## config.mk

```make
export PLATFORM = sky130hd
export DESIGN_NAME = ipr_ctrl
export DESIGN_NICKNAME = d
export VERILOG_FILES = /design/src/ipr_pkg.sv /design/src/ipr_ctrl.sv
export SDC_FILE = /design/constraint.sdc
export NUM_CORES = 1
export LEC_CHECK = 0
export BUFFER_PORTS_ARGS = -buffer_cell sky130_fd_sc_hd__clkbuf_2
export CORE_MARGIN = 2
export CORE_UTILIZATION = 45
export DETAILED_ROUTE_END_ITERATION = 10
export HOLD_SLACK_MARGIN = 0.1
export SLEW_MARGIN = 20
export SYNTH_ARGS = -nofsm -noshare
export SYNTH_HDL_FRONTEND = slang
export SYNTH_SLANG_ARGS = --single-unit
```

## constraint.sdc

```tcl
create_clock -name clk -period 10.55 [get_ports clk]
set_input_delay 2.6375 -clock clk [delete_from_list [all_inputs] [get_ports clk]]
set_output_delay 2.6375 -clock clk [all_outputs]
set_load 0.005 [all_outputs]
```

## src/ipr_pkg.sv

```systemverilog
// Package for the isolated pixel remover: field widths, register indexes,
// command codes and the request descriptor passed from control to judge.
// No dependencies.
`timescale 1ns / 1ps
`default_nettype none

package ipr_pkg;

  // pixel and channel widths
  localparam int CH_W  = 8;
  localparam int PIX_W = 3 * CH_W;

  // configuration register widths and port shape
  localparam int CFG_WIDTH_W  = 11;
  localparam int CFG_HEIGHT_W = 13;
  localparam int CFG_DATA_W   = 13;
  localparam int CFG_INDEX_W  = 1;

  // register indexes
  localparam logic [CFG_INDEX_W-1:0] REG_IMAGE_WIDTH  = 1'b0;
  localparam logic [CFG_INDEX_W-1:0] REG_IMAGE_HEIGHT = 1'b1;

  // frame limits and reset values
  localparam int DEF_MAX_WIDTH = 1024;
  localparam int MAX_HEIGHT    = 4096;
  localparam int ROW_W         = 12;
  localparam int RESET_WIDTH   = 640;
  localparam int RESET_HEIGHT  = 480;

  // command codes
  localparam logic CMD_PIXEL = 1'b0;
  localparam logic CMD_FLUSH = 1'b1;

  // red levels
  localparam logic [CH_W-1:0] RED_BLACK = 8'h00;
  localparam logic [CH_W-1:0] RED_WHITE = 8'hFF;

  // one output request in flight between control and judge
  typedef struct packed {
    logic valid;       // request carries a result
    logic chk_up;      // not first row
    logic chk_down;    // not last row
    logic chk_left;    // not first column
    logic chk_right;   // not last column
    logic force_keep;  // a needed newer neighbour was never received
    logic ctr_live;    // entry written since reset
    logic up_live;
    logic down_live;
    logic right_live;
    logic frame_end;   // last row and last column
  } emit_info_t;

endpackage

`default_nettype wire

```

## src/ipr_ctrl.sv

```systemverilog
// Control for the isolated pixel remover: configuration registers, ring
// pointers, pending count, output position and neighbour address generation.
// Depends on ipr_pkg.
`timescale 1ns / 1ps
`default_nettype none

module ipr_ctrl import ipr_pkg::*; #(
  parameter int MAX_WIDTH = DEF_MAX_WIDTH
) (
  input  wire logic                                 clk,
  input  wire logic                                 rst,
  input  wire logic                                 cfg_we,
  input  wire logic [CFG_INDEX_W-1:0]               cfg_index,
  input  wire logic [CFG_DATA_W-1:0]                cfg_data,
  input  wire logic                                 s_tvalid,
  input  wire logic                                 ready,
  input  wire logic                                 s_tuser,
  output logic                                      mem_we,
  output logic [$clog2(2*MAX_WIDTH+2)-1:0]          mem_waddr,
  output logic                                      mem_re,
  output logic [$clog2(2*MAX_WIDTH+2)-1:0]          ctr_addr,
  output logic [$clog2(2*MAX_WIDTH+2)-1:0]          right_addr,
  output logic [$clog2(2*MAX_WIDTH+2)-1:0]          up_addr,
  output logic [$clog2(2*MAX_WIDTH+2)-1:0]          down_addr,
  output emit_info_t                                info
);

  localparam int RING    = 2 * MAX_WIDTH + 2;
  localparam int AW      = $clog2(RING);
  localparam int FW      = $clog2(RING + 1);
  localparam int WW      = $clog2(MAX_WIDTH + 1);
  localparam int PW      = $clog2(MAX_WIDTH + 2);
  localparam int COLW    = $clog2(MAX_WIDTH);
  localparam int CMPW    = (WW > CFG_WIDTH_W) ? WW : CFG_WIDTH_W;
  localparam int W_RESET = (RESET_WIDTH > MAX_WIDTH) ? MAX_WIDTH : RESET_WIDTH;

  logic [WW-1:0]           eff_w;
  logic [CFG_HEIGHT_W-1:0] eff_h;
  logic [AW-1:0]           wr_ptr;
  logic [AW-1:0]           rd_ptr;
  logic [PW-1:0]           pending;
  logic [FW-1:0]           fill;
  logic [COLW-1:0]         out_col;
  logic [ROW_W-1:0]        out_row;

  logic              accept;
  logic              is_pixel;
  logic              emit;
  logic [PW-1:0]     old;
  logic [PW-1:0]     w_ext;
  logic              first_row, last_row, first_col, last_col;
  logic [AW:0]       dn_sum;
  logic [AW:0]       up_sum;
  logic [CMPW-1:0]   w_cfg;
  logic [WW-1:0]     w_sat;
  logic [CFG_HEIGHT_W-1:0] h_cfg;
  logic [CFG_HEIGHT_W-1:0] h_sat;

  // saturate register writes into their meaningful ranges
  always_comb begin
    w_cfg = CMPW'(cfg_data[CFG_WIDTH_W-1:0]);
    if (w_cfg < CMPW'(2)) begin
      w_sat = WW'(2);
    end else if (w_cfg > CMPW'(MAX_WIDTH)) begin
      w_sat = WW'(MAX_WIDTH);
    end else begin
      w_sat = w_cfg[WW-1:0];
    end
    h_cfg = cfg_data[CFG_HEIGHT_W-1:0];
    if (h_cfg < CFG_HEIGHT_W'(2)) begin
      h_sat = CFG_HEIGHT_W'(2);
    end else if (h_cfg > CFG_HEIGHT_W'(MAX_HEIGHT)) begin
      h_sat = CFG_HEIGHT_W'(MAX_HEIGHT);
    end else begin
      h_sat = h_cfg;
    end
  end

  // request decode and position flags
  always_comb begin
    accept    = s_tvalid && ready;
    is_pixel  = (s_tuser == CMD_PIXEL);
    w_ext     = PW'(eff_w);
    emit      = is_pixel ? (pending > w_ext) : (pending != '0);
    old       = is_pixel ? pending : (pending - PW'(1));
    first_row = (out_row == '0);
    last_row  = ({1'b0, out_row} >= (eff_h - CFG_HEIGHT_W'(1)));
    first_col = (out_col == '0);
    last_col  = (WW'(out_col) >= (eff_w - WW'(1)));
  end

  // neighbour slots around the oldest pending pixel
  always_comb begin
    dn_sum = {1'b0, rd_ptr} + (AW+1)'(eff_w);
    up_sum = {1'b0, rd_ptr} + (AW+1)'(RING) - (AW+1)'(eff_w);
    ctr_addr  = rd_ptr;
    right_addr = (rd_ptr == AW'(RING - 1)) ? '0 : (rd_ptr + AW'(1));
    down_addr = (dn_sum >= (AW+1)'(RING)) ? AW'(dn_sum - (AW+1)'(RING)) : dn_sum[AW-1:0];
    up_addr   = (up_sum >= (AW+1)'(RING)) ? AW'(up_sum - (AW+1)'(RING)) : up_sum[AW-1:0];
  end

  // memory requests and descriptor for the judge stage
  always_comb begin
    mem_we          = accept && is_pixel;
    mem_waddr       = wr_ptr;
    mem_re          = accept && emit;
    info.valid      = accept && emit;
    info.chk_up     = !first_row;
    info.chk_down   = !last_row;
    info.chk_left   = !first_col;
    info.chk_right  = !last_col;
    info.force_keep = (!last_row && (old < w_ext)) || (!last_col && (old == '0));
    info.ctr_live   = (FW'(ctr_addr) < fill);
    info.up_live    = (FW'(up_addr) < fill);
    info.down_live  = (FW'(down_addr) < fill);
    info.right_live = (FW'(right_addr) < fill);
    info.frame_end  = last_row && last_col;
  end

  // configuration, pointers and output position
  always_ff @(posedge clk) begin
    if (rst) begin
      eff_w   <= WW'(W_RESET);
      eff_h   <= CFG_HEIGHT_W'(RESET_HEIGHT);
      wr_ptr  <= '0;
      rd_ptr  <= '0;
      pending <= '0;
      fill    <= '0;
      out_col <= '0;
      out_row <= '0;
    end else if (cfg_we) begin
      case (cfg_index)
        REG_IMAGE_WIDTH:  eff_w <= w_sat;
        REG_IMAGE_HEIGHT: eff_h <= h_sat;
        default: ;
      endcase
      wr_ptr  <= '0;
      rd_ptr  <= '0;
      pending <= '0;
      out_col <= '0;
      out_row <= '0;
    end else if (accept) begin
      // pixel write into the ring
      if (is_pixel) begin
        wr_ptr <= (wr_ptr == AW'(RING - 1)) ? '0 : (wr_ptr + AW'(1));
        if (FW'(wr_ptr) >= fill) begin
          fill <= FW'(wr_ptr) + FW'(1);
        end
      end
      // pending count
      if (is_pixel && !emit) begin
        pending <= pending + PW'(1);
      end else if (!is_pixel && emit) begin
        pending <= pending - PW'(1);
      end
      // advance the output position
      if (emit) begin
        rd_ptr <= right_addr;
        if (last_col) begin
          out_col <= '0;
          out_row <= last_row ? '0 : (out_row + ROW_W'(1));
        end else begin
          out_col <= out_col + COLW'(1);
        end
      end
    end
  end

endmodule

`default_nettype wire

```

==> reports/summary.json <==
{
  "outcome": "completed",
  "effective_utilization_at_floorplan": 0.459,
  "worst_supply_voltage_drop_on_vdd_v": 0.0000734,
  "synth_sequential_area_ratio": 0.208,
  "drive_gt1_frac": 0.107,
  "cts_post_setup_buffers_inserted": 0,
  "insertedDiodeCount": 0,
  "end_kind": "output pin",
  "ys_seq_elements": 93,
  "synth.top_cell.area_share": 0.208,
  "cts_repair_resize_count": 0,
  "synth_cell_types": 70,
  "critPathLaunchType": "flip-flop",
  "worst-path-max-fanout": 10,
  "critPathKind": "flip-flop to output pin",
  "clock_tree.htree_level_count": 3,
  "numCtsBuffers": 9,
  "antenna_found_initial": 0,
  "yosysWarningCount": 0,
  "synth-edff-count": 0,
  "cp.arrival_ps": 5350,
  "tritoncts": "done",
  "min_period_ps": 7980,
  "postSynth.asyncResetShare": 0,
  "post-place-cells": 1431,
  "layoutNonFillerInstCount": 1447,
  "avgRoutedWirePerCell_um": 17.5,
  "syn_inst": 1111,
  "leakagePower_uw": 0.00436,
  "grt_start_max_net_pins": 57,
  "drt_pre_antenna_iters": 4,
  "die_area_um2": 21000,
  "clk_root_buffer_cell": "sky130_fd_sc_hd__clkbuf_16",
  "worst_skew_pair.late_latency_ps": 360,
  "cts_hold_repair.buffers": 0,
  "synthDominantAreaCellType": "sky130_fd_sc_hd__dfxtp_1",
  "design.core.area_um2": 19500,
  "drtAntennaViolNets": 0,
  "p_total_uw": 909,
  "grt_usage": 0.237,
  "yosys-top-cells-area": "sky130_fd_sc_hd__dfxtp_1 (21%), sky130_fd_sc_hd__ha_1 (21%), sky130_fd_sc_hd__xnor2_1 (5.5%), sky130_fd_sc_hd__xor2_1 (4.8%), sky130_fd_sc_hd__nor2_1 (4.7%)",
  "grt_first_pass_wirelength_mm": 40.7,
  "slowest_delay_ps": 490,
  "die_w_um": 145,
  "final_nets": 1347,
  "worst-slew-pin-transition_ps": 882,
  "hold_violations": 0,
  "tns_ps": 0,
  "slowest_stage": "sky130_fd_sc_hd__dfxtp_1",
  "fmax_mhz": 125,
  "grt-ovfl-total": 0,
  "final_max_slew_viol_count": 0,
  "dp_hpwl_mm": 20.0,
  "unrepaired_setup_endpoints_after_global_routing": "no",
  "p_per_cell_area_nw_per_um2": 92.0,
  "cts_sinks": 93,
  "cts_buffer_depth": 2,
  "gpl.final_weighted_congestion": 0.872,
  "synthesis.area_per_instance_um2": 8.04,
  "nFillCells": 1942,
  "first_iter_violations": 504,
  "portBuffers": 92,
  "critical-path-top-delay-family": "compound AO/OA/AOI/OAI gates",
  "area.growth.synth_to_final_pct": 10.7,
  "crit_buf_inv": 2,
  "setup_violations": 0,
  "dieHeight_um": 145,
  "routed-via-count": 8194,
  "path_cells": "ha_1, inv_1, fa_1, o21ba_1, nor4_2, nor3_2, a211o_1, a221oi_2, a41oi_1, or2_1, xnor2_1, ha_1, a21o_1, a21o_1, a21o_1, a21o_1, a21oi_1, o21ai_0, a21oi_1, o21a_1, clkbuf_2",
  "placementRows": 51,
  "final_util": 0.508,
  "routed_wirelength_mm": 25.4,
  "hold_path.class": "flip-flop to flip-flop",
  "synth_flop_cell": "sky130_fd_sc_hd__dfxtp_1",
  "number_of_global_route_vias_before_repair": 7527,
  "mean_number_of_vias_per_cell": 5.66,
  "required_ps": 7910,
  "worst_clock_skew_ps": 15.1,
  "drc": 0,
  "cell_occurring_most_often_along_the_worst_timing_path": "sky130_fd_sc_hd__a21o_1",
  "synth_nets": 1281,
  "number_of_max_capacitance_violations_reported": 0,
  "num_io_pins": 93,
  "layout_worst_path_cycle_share": 0.757,
  "syn_area_um2": 8930,
  "relSlewSlack": 0.412,
  "clock_transition_time_at_the_flip_flop_clock_pins_of_the_worst_setup_and_hold_paths_ps": 70
}
-- worst min-delay path, stage by stage (launching register included) --
cell,delay (ps)
sky130_fd_sc_hd__dfxtp_1,330
sky130_fd_sc_hd__nand2_1,60
sky130_fd_sc_hd__a21oi_1,50
-- synth_stat cells (29+ instances only) --
master,number
sky130_fd_sc_hd__a21o_1,40
sky130_fd_sc_hd__a21oi_1,65
sky130_fd_sc_hd__clkbuf_1,29
sky130_fd_sc_hd__dfxtp_1,93
sky130_fd_sc_hd__ha_1,148
sky130_fd_sc_hd__inv_1,65
sky130_fd_sc_hd__nand2_1,61
sky130_fd_sc_hd__nand3_1,35
sky130_fd_sc_hd__nor2_1,113
sky130_fd_sc_hd__nor3_1,33
sky130_fd_sc_hd__o21ai_0,49
sky130_fd_sc_hd__xnor2_1,56
sky130_fd_sc_hd__xor2_1,49
-- stage by stage --
stage                     worst slack, ps  area (um2)  hold WS [ps]
after global routing                 2110        9890           490
after detailed placement             2980        9580           467
final                                2570        9890           480
after CTS                            2600        9890           479
after floorplan                      3250        8930           449
after global placement               3000        9580           462
-- state kept, by name (all words and copies together) (netlist names) --
register   count
out_col       10
mem_waddr     12
ctr_addr      12
eff_w         11
out_row       12
pending       11
eff_h         13
fill          12
-- cell families after synthesis --
logic type,synth area share
AOI/OAI and AO/OA,0.195
and+or+nand+nor,0.221
buffers and inverters,0.0461
adders and majority gates,0.212
muxes,0.0148
DFF,0.208
xor gates and xnor gates,0.103
-- power breakdown --
| part | switching (uW) | leakage, uW | total [uW] | internal (uW) |
|---|---|---|---|---|
| clock | 153 | 0.000147 | 341 | 187 |
| combinational | 115 | 0.00346 | 201 | 86.1 |
| sequential | 9.87 | 0.000752 | 367 | 357 |
| total | 278 | 0.00436 | 909 | 631 |
-- final cells by class --
class,instances,area [um2],area share
clock buffer,9,225,0.0228
clock inverter,7,81.3,0.00823
inverter,66,248,0.0251
multi-input combinational,913,6660,0.674
sequential,93,1860,0.188
tap,265,332,0.0335
timing repair buffer,94,475,0.0481
-- placed cells by master, fill, tap and decap left out, drive strengths merged, types with 5 or more instances in the layout --
master / netlist / layout
nor3b: 20 / 20
clkbuf: 29 / 101
nor2b: 9 / 9
mux2i: 11 / 11
or3: 7 / 7
a221o: 5 / 5
o21a: 12 / 12
a32o: 8 / 8
a211oi: 19 / 19
xor2: 49 / 49
and3: 25 / 25
ha: 148 / 148
nand3: 35 / 35
nor2: 113 / 113
or4: 6 / 6
o21ai: 49 / 49
inv: 65 / 68
nand2b: 15 / 15
or2: 6 / 6
nand4: 20 / 20
nor3: 35 / 35
a21oi: 65 / 65
dfxtp: 93 / 93
a31oi: 5 / 5
a21o: 40 / 40
a22oi: 15 / 15
xnor2: 56 / 56
nor4: 18 / 18
nand2: 61 / 61
-- final timing paths --
check                                             from  cells after the start                       to  slack [ps]
worst max-delay path             eff_w[0]$_SDFFE_PP0P_                     21                  info[2]        2570
worst min-delay path            eff_h[12]$_SDFFE_PP0P_                      2   eff_h[12]$_SDFFE_PP0P_         480
worst max register to register   eff_w[8]$_SDFFE_PP0P_                     14  pending[8]$_SDFFE_PP0P_        6920
worst min register to register  eff_h[12]$_SDFFE_PP0P_                      2   eff_h[12]$_SDFFE_PP0P_         480
-- metal layers --
| metal | track usage | vias to the layer above | part of all wire |
|---|---|---|---|
| li1 | - | 4171 | - |
| met1 | 0.339 | 3823 | 0.50 |
| met2 | 0.371 | 169 | 0.45 |
| met3 | 0.0390 | 31 | 0.040 |
| met4 | 0.0584 | 0 | 0.015 |
| met5 | 0 | - | 0 |
Power figures use the tool's default switching activity.
