File: src/ipr_pkg.sv
// Package for the isolated pixel remover: field widths, register indexes,
// command codes and the request descriptor passed from control to judge.
// No dependencies.
`timescale 1ns / 1ps
`default_nettype none

package ipr_pkg;

  // pixel and channel widths
  localparam int CH_W  = 8;
  localparam int PIX_W = 3 * CH_W;

  // configuration register widths and port shape
  localparam int CFG_WIDTH_W  = 11;
  localparam int CFG_HEIGHT_W = 13;
  localparam int CFG_DATA_W   = 13;
  localparam int CFG_INDEX_W  = 1;

  // register indexes
  localparam logic [CFG_INDEX_W-1:0] REG_IMAGE_WIDTH  = 1'b0;
  localparam logic [CFG_INDEX_W-1:0] REG_IMAGE_HEIGHT = 1'b1;

  // frame limits and reset values
  localparam int DEF_MAX_WIDTH = 1024;
  localparam int MAX_HEIGHT    = 4096;
  localparam int ROW_W         = 12;
  localparam int RESET_WIDTH   = 640;
  localparam int RESET_HEIGHT  = 480;

  // command codes
  localparam logic CMD_PIXEL = 1'b0;
  localparam logic CMD_FLUSH = 1'b1;

  // red levels
  localparam logic [CH_W-1:0] RED_BLACK = 8'h00;
  localparam logic [CH_W-1:0] RED_WHITE = 8'hFF;

  // one output request in flight between control and judge
  typedef struct packed {
    logic valid;       // request carries a result
    logic chk_up;      // not first row
    logic chk_down;    // not last row
    logic chk_left;    // not first column
    logic chk_right;   // not last column
    logic force_keep;  // a needed newer neighbour was never received
    logic ctr_live;    // entry written since reset
    logic up_live;
    logic down_live;
    logic right_live;
    logic frame_end;   // last row and last column
  } emit_info_t;

endpackage

`default_nettype wire

File: src/ipr_judge.sv
// Judge stage and output register: decides removal from the neighbour reds
// read from the ring stores and holds the result for the output channel.
// Depends on ipr_pkg.
`timescale 1ns / 1ps
`default_nettype none

module ipr_judge import ipr_pkg::*; (
  input  wire logic             clk,
  input  wire logic             rst,
  input  wire emit_info_t       info,
  input  wire logic [PIX_W-1:0] ctr_pix,
  input  wire logic [PIX_W-1:0] right_pix,
  input  wire logic [CH_W-1:0]  up_red,
  input  wire logic [CH_W-1:0]  down_red,
  output logic                  ready,
  output logic                  m_tvalid,
  input  wire logic             m_tready,
  output logic [PIX_W-1:0]      m_tdata,  // red_out, green_out, blue_out
  output logic                  m_tuser,  // removed
  output logic                  m_tlast   // frame_end
);

  emit_info_t       st;
  logic [CH_W-1:0]  left_red;
  logic             adv;
  logic [PIX_W-1:0] ctr_val;
  logic [CH_W-1:0]  ctr_red;
  logic             up_ok, down_ok, left_ok, right_ok;
  logic             rm;

  // removal decision
  always_comb begin
    ctr_val  = st.ctr_live ? ctr_pix : '0;
    ctr_red  = ctr_val[CH_W-1:0];
    up_ok    = !st.chk_up || (st.up_live && (up_red == RED_WHITE));
    down_ok  = !st.chk_down || (st.down_live && (down_red == RED_WHITE));
    left_ok  = !st.chk_left || (left_red == RED_WHITE);
    right_ok = !st.chk_right || (st.right_live && (right_pix[CH_W-1:0] == RED_WHITE));
    rm       = (ctr_red == RED_BLACK) && !st.force_keep && up_ok && down_ok &&
               left_ok && right_ok;
    adv      = st.valid && (!m_tvalid || m_tready);
    ready    = !st.valid || adv;
  end

  // stage and output valid
  always_ff @(posedge clk) begin
    if (rst) begin
      st.valid <= 1'b0;
      m_tvalid <= 1'b0;
    end else begin
      if (info.valid) begin
        st <= info;
      end else if (adv) begin
        st.valid <= 1'b0;
      end
      if (adv) begin
        m_tvalid <= 1'b1;
      end else if (m_tready) begin
        m_tvalid <= 1'b0;
      end
    end
  end

  // output payload and left neighbour of the next pixel
  always_ff @(posedge clk) begin
    if (adv) begin
      m_tdata  <= rm ? {PIX_W{1'b1}} : ctr_val;
      m_tuser  <= rm;
      m_tlast  <= st.frame_end;
      left_red <= ctr_red;
    end
  end

endmodule

`default_nettype wire
File: config.mk
export PLATFORM = sky130hd
export DESIGN_NAME = ipr_judge
export DESIGN_NICKNAME = d
export VERILOG_FILES = /design/src/ipr_pkg.sv /design/src/ipr_judge.sv
export SDC_FILE = /design/constraint.sdc
export NUM_CORES = 1
export LEC_CHECK = 0
export BUFFER_PORTS_ARGS = -buffer_cell sky130_fd_sc_hd__buf_2
export CAP_MARGIN = 30
export CORE_UTILIZATION = 49
export CTS_BUF_LIST = sky130_fd_sc_hd__clkbuf_4 sky130_fd_sc_hd__clkbuf_8
export CTS_CLUSTER_SIZE = 14
export DETAILED_ROUTE_END_ITERATION = 12
export GPL_ROUTABILITY_DRIVEN = 0
export PLACE_DENSITY = 0.87
export REMOVE_ABC_BUFFERS = 1
export SLEW_MARGIN = 20
export SYNTH_ARGS = -nofsm -noshare
export SYNTH_HDL_FRONTEND = slang
export SYNTH_SLANG_ARGS = --single-unit
export TNS_END_PERCENT = 20
File: constraint.sdc
create_clock -name clk -period 4 [get_ports clk]
set_input_delay 0.6 -clock clk [delete_from_list [all_inputs] [get_ports clk]]
set_output_delay 0.6 -clock clk [all_outputs]
set_load 0.05 [all_outputs]
==> results of run 1 <==
==> logic make-up (layout without fill, tap and decap cells) <==
family / Yosys count / after routing
buf+inv: 6 / 98
simple gates: 47 / 47
flops: 46 / 46
compound gates: 30 / 30
==> routing by layer <==
layer / vias up / routed length [microns] / global-route usage [%]
li1: 666 / - / -
met1: 569 / 1400 / 22.1
met2: 92 / 1630 / 30.5
met3: 9 / 353 / 5.18
met4: 0 / 98 / 12.5
met5: - / 0 / 0
==> area by class of cell <==
cell class / count / area [sq um]
clock inverter: 3 / 21.3
sequential: 46 / 1360
clock buffer: 5 / 68.8
tap: 48 / 60.1
fill: 272 / 1210
multi-input combinational: 77 / 513
timing repair buffer: 90 / 453
==> cell usage in the layout, fill, tap and decap left out, drive strengths merged, types with 3 or more instances in the layout <==
cell    instances
nand3           4
buf            90
o21ai          18
nor2            4
o21bai          8
edfxtp         44
nand4           5
nor2b           3
o31ai           3
clkbuf          5
and2            8
nand2          20
==> power by group <==
part	internal [W]	switching, W
combinational	0.0000494	0.0000954
clock	0.000123	0.000156
sequential	0.000559	0.0000110
==> Yosys cell counts (2+ instances only) <==
library cell / count
clkbuf_1: 2
nand3_1: 4
buf_6: 2
nor2_1: 3
edfxtp_1: 44
dfxtp_1: 2
nand4_1: 5
o21ai_0: 6
o21ai_2: 12
nor2b_1: 3
and2_1: 7
nand2_1: 20
o21bai_2: 8
o31ai_1: 3
==> state kept, by name, summed over array words and instances (netlist names) <==
name      cells
left_red      8
m_tuser       1
m_tvalid      1
m_tlast       1
m_tdata      24
st           11
==> worst max-delay path by stage <==
| stage | from | end | slack (ns) | depth (start not counted) |
|---|---|---|---|---|
| finish | ctr_pix[3] | m_tdata[23] | 2.08 | 5 |
| global route | ctr_pix[3] | m_tdata[8] | 1.99 | 5 |
| CTS | ctr_pix[3] | m_tdata[23] | 2.07 | 5 |
| detailed placement | ctr_pix[3] | m_tdata[23] | 1.76 | 5 |
| global placement | ctr_pix[3] | m_tdata[21] | 1.81 | 5 |
| floorplan | m_tvalid | left_red[0] | 1.33 | 2 |
==> metrics by stage <==
stage	total power, W	hold WS [ns]
2_1_floorplan	0.000672	0.400
3_3_place_gp	0.000723	0.405
3_5_place_dp	0.000727	0.406
4_1_cts	0.00100	0.426
5_1_grt	0.00104	0.440
6_report	0.000994	0.428
==> impl_metrics.env, run 1 <==
export IMPL_nets=298
export IMPL_place_ws_ns=1.76
export IMPL_required_ns=4.13
export IMPL_worstSkewPairLatency_ns=0.30
export IMPL_cts_setup_buffers=0
export IMPL_drive_gt1_share_pct=55.7
export IMPL_synth_simple_gate_area_share_pct=13.3
export IMPL_synth_edf_count=44
export IMPL_drc=0
export IMPL_final_cell_area_sq_um=2480
export IMPL_synth_area_per_cell_sq_um=14.8
export IMPL_port_buffers=89
export IMPL_drt_total_wl_mm=3.49
export IMPL_htree_levels=2
export IMPL_hold_path_startpoint="st[0]"
export IMPL_rows=22
export IMPL_async_flop_share_pct=0
export IMPL_clk_pin_slew_ns=0.09
export IMPL_critPathArrivalTime_ns=2.06
export IMPL_cts_tree="done"
export IMPL_worstReg2RegEnd="m_tdata[23]"
export IMPL_reg2reg_depth=3
export IMPL_leakagePower_nw=1.03
export IMPL_dp_cells=261
export IMPL_overflow=0
export IMPL_cts_made_buffers=5
export IMPL_ant_nets=0
export IMPL_status="completed"
export IMPL_dpl_instance_area_sq_um=2390
export IMPL_drtIter0Drc=154
export IMPL_rrSetupSlack_ns=2.25
export IMPL_cts_sinks=46
export IMPL_cp_max_fo=25
export IMPL_period_share_pct=48.1
export IMPL_synthAdderAreaFrac_pct=0
export IMPL_crit_slowest_cell="or4_4"
export IMPL_path_cells="buf_2, or4_4, o21ai_2, nand3b_4, o21ai_0"
export IMPL_fin_setup_tns_ns=0
export IMPL_max_freq_mhz=520
export IMPL_vias_per_cell=4.97
export IMPL_path_buf_inv=1
export IMPL_fin_util_pct=67.2
export IMPL_synth_xor_xnor_area_share_pct=0
export IMPL_cts_root_buf="clkbuf_8"
export IMPL_vias=1336
export IMPL_synth_area_leaders="edfxtp_1 69%, o21ai_2 5.5%, o21bai_2 4.7%"
export IMPL_p_per_area_nw_per_um2=401
export IMPL_rsz0062_at_grt="no"
export IMPL_muxShareOfSynthArea_pct=0
export IMPL_drt_pass1_iter_count=4
export IMPL_first_global_vias=1243
export IMPL_ys_flop_type="edfxtp_1"
export IMPL_diodes=0
export IMPL_finalHoldViolCount=0
export IMPL_setup_violations=0
export IMPL_area_growth_pct=29.9
export IMPL_die_height_microns=64.4
export IMPL_cts_resized=0
export IMPL_synth_top_family_by_area="compound AO/OA/AOI/OAI gates"
export IMPL_grt_first_pass_wirelength_mm=5.63
export IMPL_fin_skew_ns=0.00998
export IMPL_core_area_sq_um=3690
export IMPL_worst_slew_pin_slew_ns=0.923
export IMPL_synth_compound_area_share_pct=13.3
export IMPL_relSlewSlack_pct=38.3
export IMPL_syn_inst=129
export IMPL_report_final_slew_viol_count=0
export IMPL_hold_buffers=0
export IMPL_max_stage_delay_ns=0.53
export IMPL_path_class="input port to register"
export IMPL_synth_seq_cells=46
export IMPL_yosysWarnings=0
export IMPL_antenna_found_initial=0
export IMPL_period_minus_slack_ns=1.92
export IMPL_grt_max_degree=35
export IMPL_synth_top_area_share_pct=69.3
export IMPL_min_path_cells=0
export IMPL_max_vdd_ir_drop_v=0.000273
export IMPL_endpoint_kind="register"
export IMPL_start_util_pct=51.7
export IMPL_cpLargestDelayFamily="simple AND/OR/NAND/NOR gates"
export IMPL_wire_per_inst_microns=13.0
export IMPL_reg2reg_from="st[4]"
export IMPL_grt_total_usage_pct=18.9
export IMPL_synth_area_sq_um=1910
export IMPL_cts_buffer_depth=2
export IMPL_pin_count=106
export IMPL_die_x_microns=64.4
export IMPL_finalWorstSetupSlack_ns=2.08
export IMPL_worstHoldEndpoint="m_tlast"
export IMPL_instances_no_fill=269
export IMPL_die_area_sq_um=4140
export IMPL_yosysTopAreaCell="edfxtp_1"
export IMPL_hold_path_class="register to register"
export IMPL_cp_start_kind="input port"
export IMPL_synth_cell_type_count=22
export IMPL_max_cap_viol_count=0
export IMPL_ys_seq_area_share_pct=71.4
Power figures use the tool's default switching activity.
==> run 2, diff against run 1 <==
--- a/config.mk
+++ b/config.mk
@@ -5,14 +5,15 @@
 export SDC_FILE = /design/constraint.sdc
 export NUM_CORES = 1
 export LEC_CHECK = 0
+export ABC_AREA = 1
 export BUFFER_PORTS_ARGS = -buffer_cell sky130_fd_sc_hd__buf_2
 export CAP_MARGIN = 30
-export CORE_UTILIZATION = 49
+export CORE_UTILIZATION = 47
 export CTS_BUF_LIST = sky130_fd_sc_hd__clkbuf_4 sky130_fd_sc_hd__clkbuf_8
 export CTS_CLUSTER_SIZE = 14
 export DETAILED_ROUTE_END_ITERATION = 12
 export GPL_ROUTABILITY_DRIVEN = 0
-export PLACE_DENSITY = 0.87
+export PLACE_DENSITY = 0.82
 export REMOVE_ABC_BUFFERS = 1
 export SLEW_MARGIN = 20
 export SYNTH_ARGS = -nofsm -noshare
==> constraint.sdc (replaced) <==
create_clock -name clk -period 2 [get_ports clk]
set_input_delay 0.3 -clock clk [delete_from_list [all_inputs] [get_ports clk]]
set_output_delay 0.3 -clock clk [all_outputs]
set_load 0.05 [all_outputs]
==> run 2 against run 1 <==
  * Synthesized cell count is 37% higher
  * Clock-buffer cell count rose by 2
  * Routed wire length up 11%
  * Utilization is 2.2 points lower
  * Critical path depth is the same
  * Via count is 10% higher
  * Non-clock buffer count increased by 4
  * First-iteration DRC count down 44%
  * Register-to-register slack worse by 1.9 ns
  * Critical path type is now register to register
  * Critical endpoint is now m_tdata[7]
==> impl_metrics.env, run 2 <==
export IMPL_status="completed"
export IMPL_die_height_microns=68.9
export IMPL_overflow=0
export IMPL_grt_total_usage_pct=18.1
export IMPL_start_util_pct=50.7
export IMPL_cp_start_kind="register"
export IMPL_max_stage_delay_ns=0.59
export IMPL_vias=1472
export IMPL_path_class="register to register"
export IMPL_synth_area_per_cell_sq_um=11.9
export IMPL_cp_max_fo=25
export IMPL_synth_area_leaders="edfxtp_1 63%, o21bai_2 10%, nand2_1 7.9%"
export IMPL_min_path_cells=1
export IMPL_synth_top_area_share_pct=62.9
export IMPL_multiInputGateArea_sq_um=589
export IMPL_port_buffers=89
export IMPL_regArea_sq_um=1360
export IMPL_drt_total_wl_mm=3.88
export IMPL_nets=349
export IMPL_max_cap_viol_count=0
export IMPL_rrSetupSlack_ns=0.31
export IMPL_first_global_vias=1372
export IMPL_syn_inst=177
export IMPL_layout_common_cells="89 x buf_2, 44 x nand2_1, 44 x edfxtp_1, 27 x inv_1, 19 x o21bai_2"
export IMPL_yosysTopAreaCell="edfxtp_1"
export IMPL_max_vdd_ir_drop_v=0.000455
export IMPL_required_ns=2.14
export IMPL_p_per_area_nw_per_um2=748
export IMPL_vias_per_cell=4.57
export IMPL_max_freq_mhz=590
export IMPL_path_buf_inv=0
export IMPL_top_register="m_tdata"
export IMPL_cts_made_buffers=5
export IMPL_critPathArrivalTime_ns=1.83
export IMPL_path_cells="nand2_2, nand2_1, nor2_2, nand3_4, o21bai_2"
export IMPL_diodes=0
export IMPL_cpLargestDelayFamily="simple AND/OR/NAND/NOR gates"
export IMPL_endpoint_kind="register"
export IMPL_synth_xor_xnor_area_share_pct=0
export IMPL_cts_root_buf="clkbuf_8"
export IMPL_reg2reg_from="st[4]"
export IMPL_hold_buffers=0
export IMPL_async_flop_share_pct=0
export IMPL_rsz0062_at_grt="no"
export IMPL_synth_seq_cells=46
export IMPL_ant_nets=0
export IMPL_die_x_microns=68.9
export IMPL_synth_cell_type_count=19
export IMPL_grt_max_degree=35
export IMPL_yosysWarnings=0
export IMPL_cts_resized=0
export IMPL_fillCellCount=345
export IMPL_fin_skew_ns=0.0126
export IMPL_htree_levels=2
export IMPL_hold_path_class="input port to register"
export IMPL_wire_per_inst_microns=12.0
export IMPL_synthAdderAreaFrac_pct=0
export IMPL_synth_compound_area_share_pct=13.5
export IMPL_clk_pin_slew_ns=0.09
export IMPL_dpl_instance_area_sq_um=2600
export IMPL_reg_top3="m_tdata x24, st x11, left_red x8"
export IMPL_cts_setup_buffers=0
export IMPL_pin_count=106
export IMPL_worstHoldEndpoint="st[5]"
export IMPL_final_cell_area_sq_um=2690
export IMPL_drt_pass1_iter_count=4
export IMPL_fin_hold_ws_ns=0.171
export IMPL_ys_seq_area_share_pct=64.8
export IMPL_area_growth_pct=28.1
export IMPL_hold_path_startpoint="info[5]"
export IMPL_ys_flop_type="edfxtp_1"
export IMPL_relSlewSlack_pct=69.8
export IMPL_cts_buffer_depth=2
export IMPL_drive_gt1_share_pct=48.9
export IMPL_rows=23
export IMPL_synth_top_family_by_area="simple AND/OR/NAND/NOR gates"
export IMPL_die_area_sq_um=4740
export IMPL_cts_tree="done"
export IMPL_layout_cells_most_common="buf_2"
export IMPL_synth_simple_gate_area_share_pct=14.0
export IMPL_reg2reg_depth=5
export IMPL_largest_reg_flops=24
export IMPL_drtIter0Drc=87
export IMPL_period_minus_slack_ns=1.69
export IMPL_synth_edf_count=44
export IMPL_leakagePower_nw=1.33
export IMPL_period_share_pct=84.7
export IMPL_synth_area_sq_um=2100
export IMPL_setup_violations=0
export IMPL_post_dp_hpwl_mm=2.80
export IMPL_worstReg2RegEnd="m_tdata[7]"
export IMPL_antenna_found_initial=0
export IMPL_ys_top_cells_by_count="44 x edfxtp_1, 44 x nand2_1, 27 x inv_1"
export IMPL_grt_first_pass_wirelength_mm=6.07
export IMPL_muxShareOfSynthArea_pct=0
export IMPL_worst_slew_pin_slew_ns=0.453
export IMPL_worstSkewPairLatency_ns=0.30
export IMPL_drc=0
export IMPL_core_area_sq_um=4140
export IMPL_finalHoldViolCount=0
export IMPL_cts_sinks=46
export IMPL_report_final_slew_viol_count=0
export IMPL_crit_slowest_cell="edfxtp_1"
## run 2: cell types whose count changed after synthesis, moves of 6 or more
cell | previous run | this run
inv_1 | 0 | 27
nand2_1 | 20 | 44
o21bai_2 | 8 | 19
o21ai_2 | 12 | 2
and2_1 | 7 | 0
nor2_1 | 3 | 10
o21ai_0 | 6 | 0
## run 2: final cells by class
cell class	instances	share of cell area, %
flip-flops and latches	46	50.6
multi-input cells	96	21.9
repair buffers	94	17.9
inverters	28	3.90
clock buffers	7	3.11
well taps	50	2.32
clock inverters	1	0.279
## run 2: where the power goes
part	total [W]	internal (W)	switching [W]
Combinational	0.000313	0.000114	0.000199
Clock	0.000569	0.000274	0.000295
Sequential	0.00113	0.00111	0.0000173
Total	0.00201	0.00150	0.000511
## run 2: layer usage
layer | GRT usage (%) | share of wire [%] | vias to the layer above
li1 | - | - | 764
met1 | 20.9 | 40 | 661
met2 | 31.1 | 53 | 37
met3 | 3.78 | 4.4 | 10
met4 | 10.2 | 2.3 | 0
met5 | 0 | 0 | -
## run 2: metrics by stage
step | setup TNS, ns | total power, W | setup slack (ns) | util [%] | std cells
finish | 0 | 0.00201 | 0.306 | 65.0 | 322
global route | 0 | 0.00210 | 0.155 | 65.0 | 322
CTS | 0 | 0.00204 | 0.271 | 65.0 | 322
detailed placement | 0 | 0.00147 | 0.291 | 62.8 | 314
global placement | 0 | 0.00146 | 0.296 | 62.8 | 314
floorplan | -23.93 | 0.00135 | -0.704 | - | 170
## run 2: worst reg2reg max path, cell delays in order (launching register included)
cell      delay, ns
edfxtp_1       0.59
nand2_2        0.14
nand2_1        0.07
nor2_2         0.13
nand3_4        0.35
o21bai_2       0.26
## run 2: kinds of logic after synthesis
logic type             Yosys count
AND/OR/NAND/NOR                 67
buffers and inverters           35
AO/OA/AOI/OAI                   29
flip-flops                      46
## run 2: worst max path at each step
stage                   from          end  slack [ns]  cells after the start
floorplan           m_tvalid  left_red[0]       -0.70                      1
global placement       st[4]   m_tdata[7]        0.30                      5
detailed placement     st[4]  m_tdata[23]        0.29                      5
CTS                    st[4]  m_tdata[23]        0.27                      5
global route           st[4]   m_tdata[7]        0.15                      5
finish                 st[4]   m_tdata[7]        0.31                      5
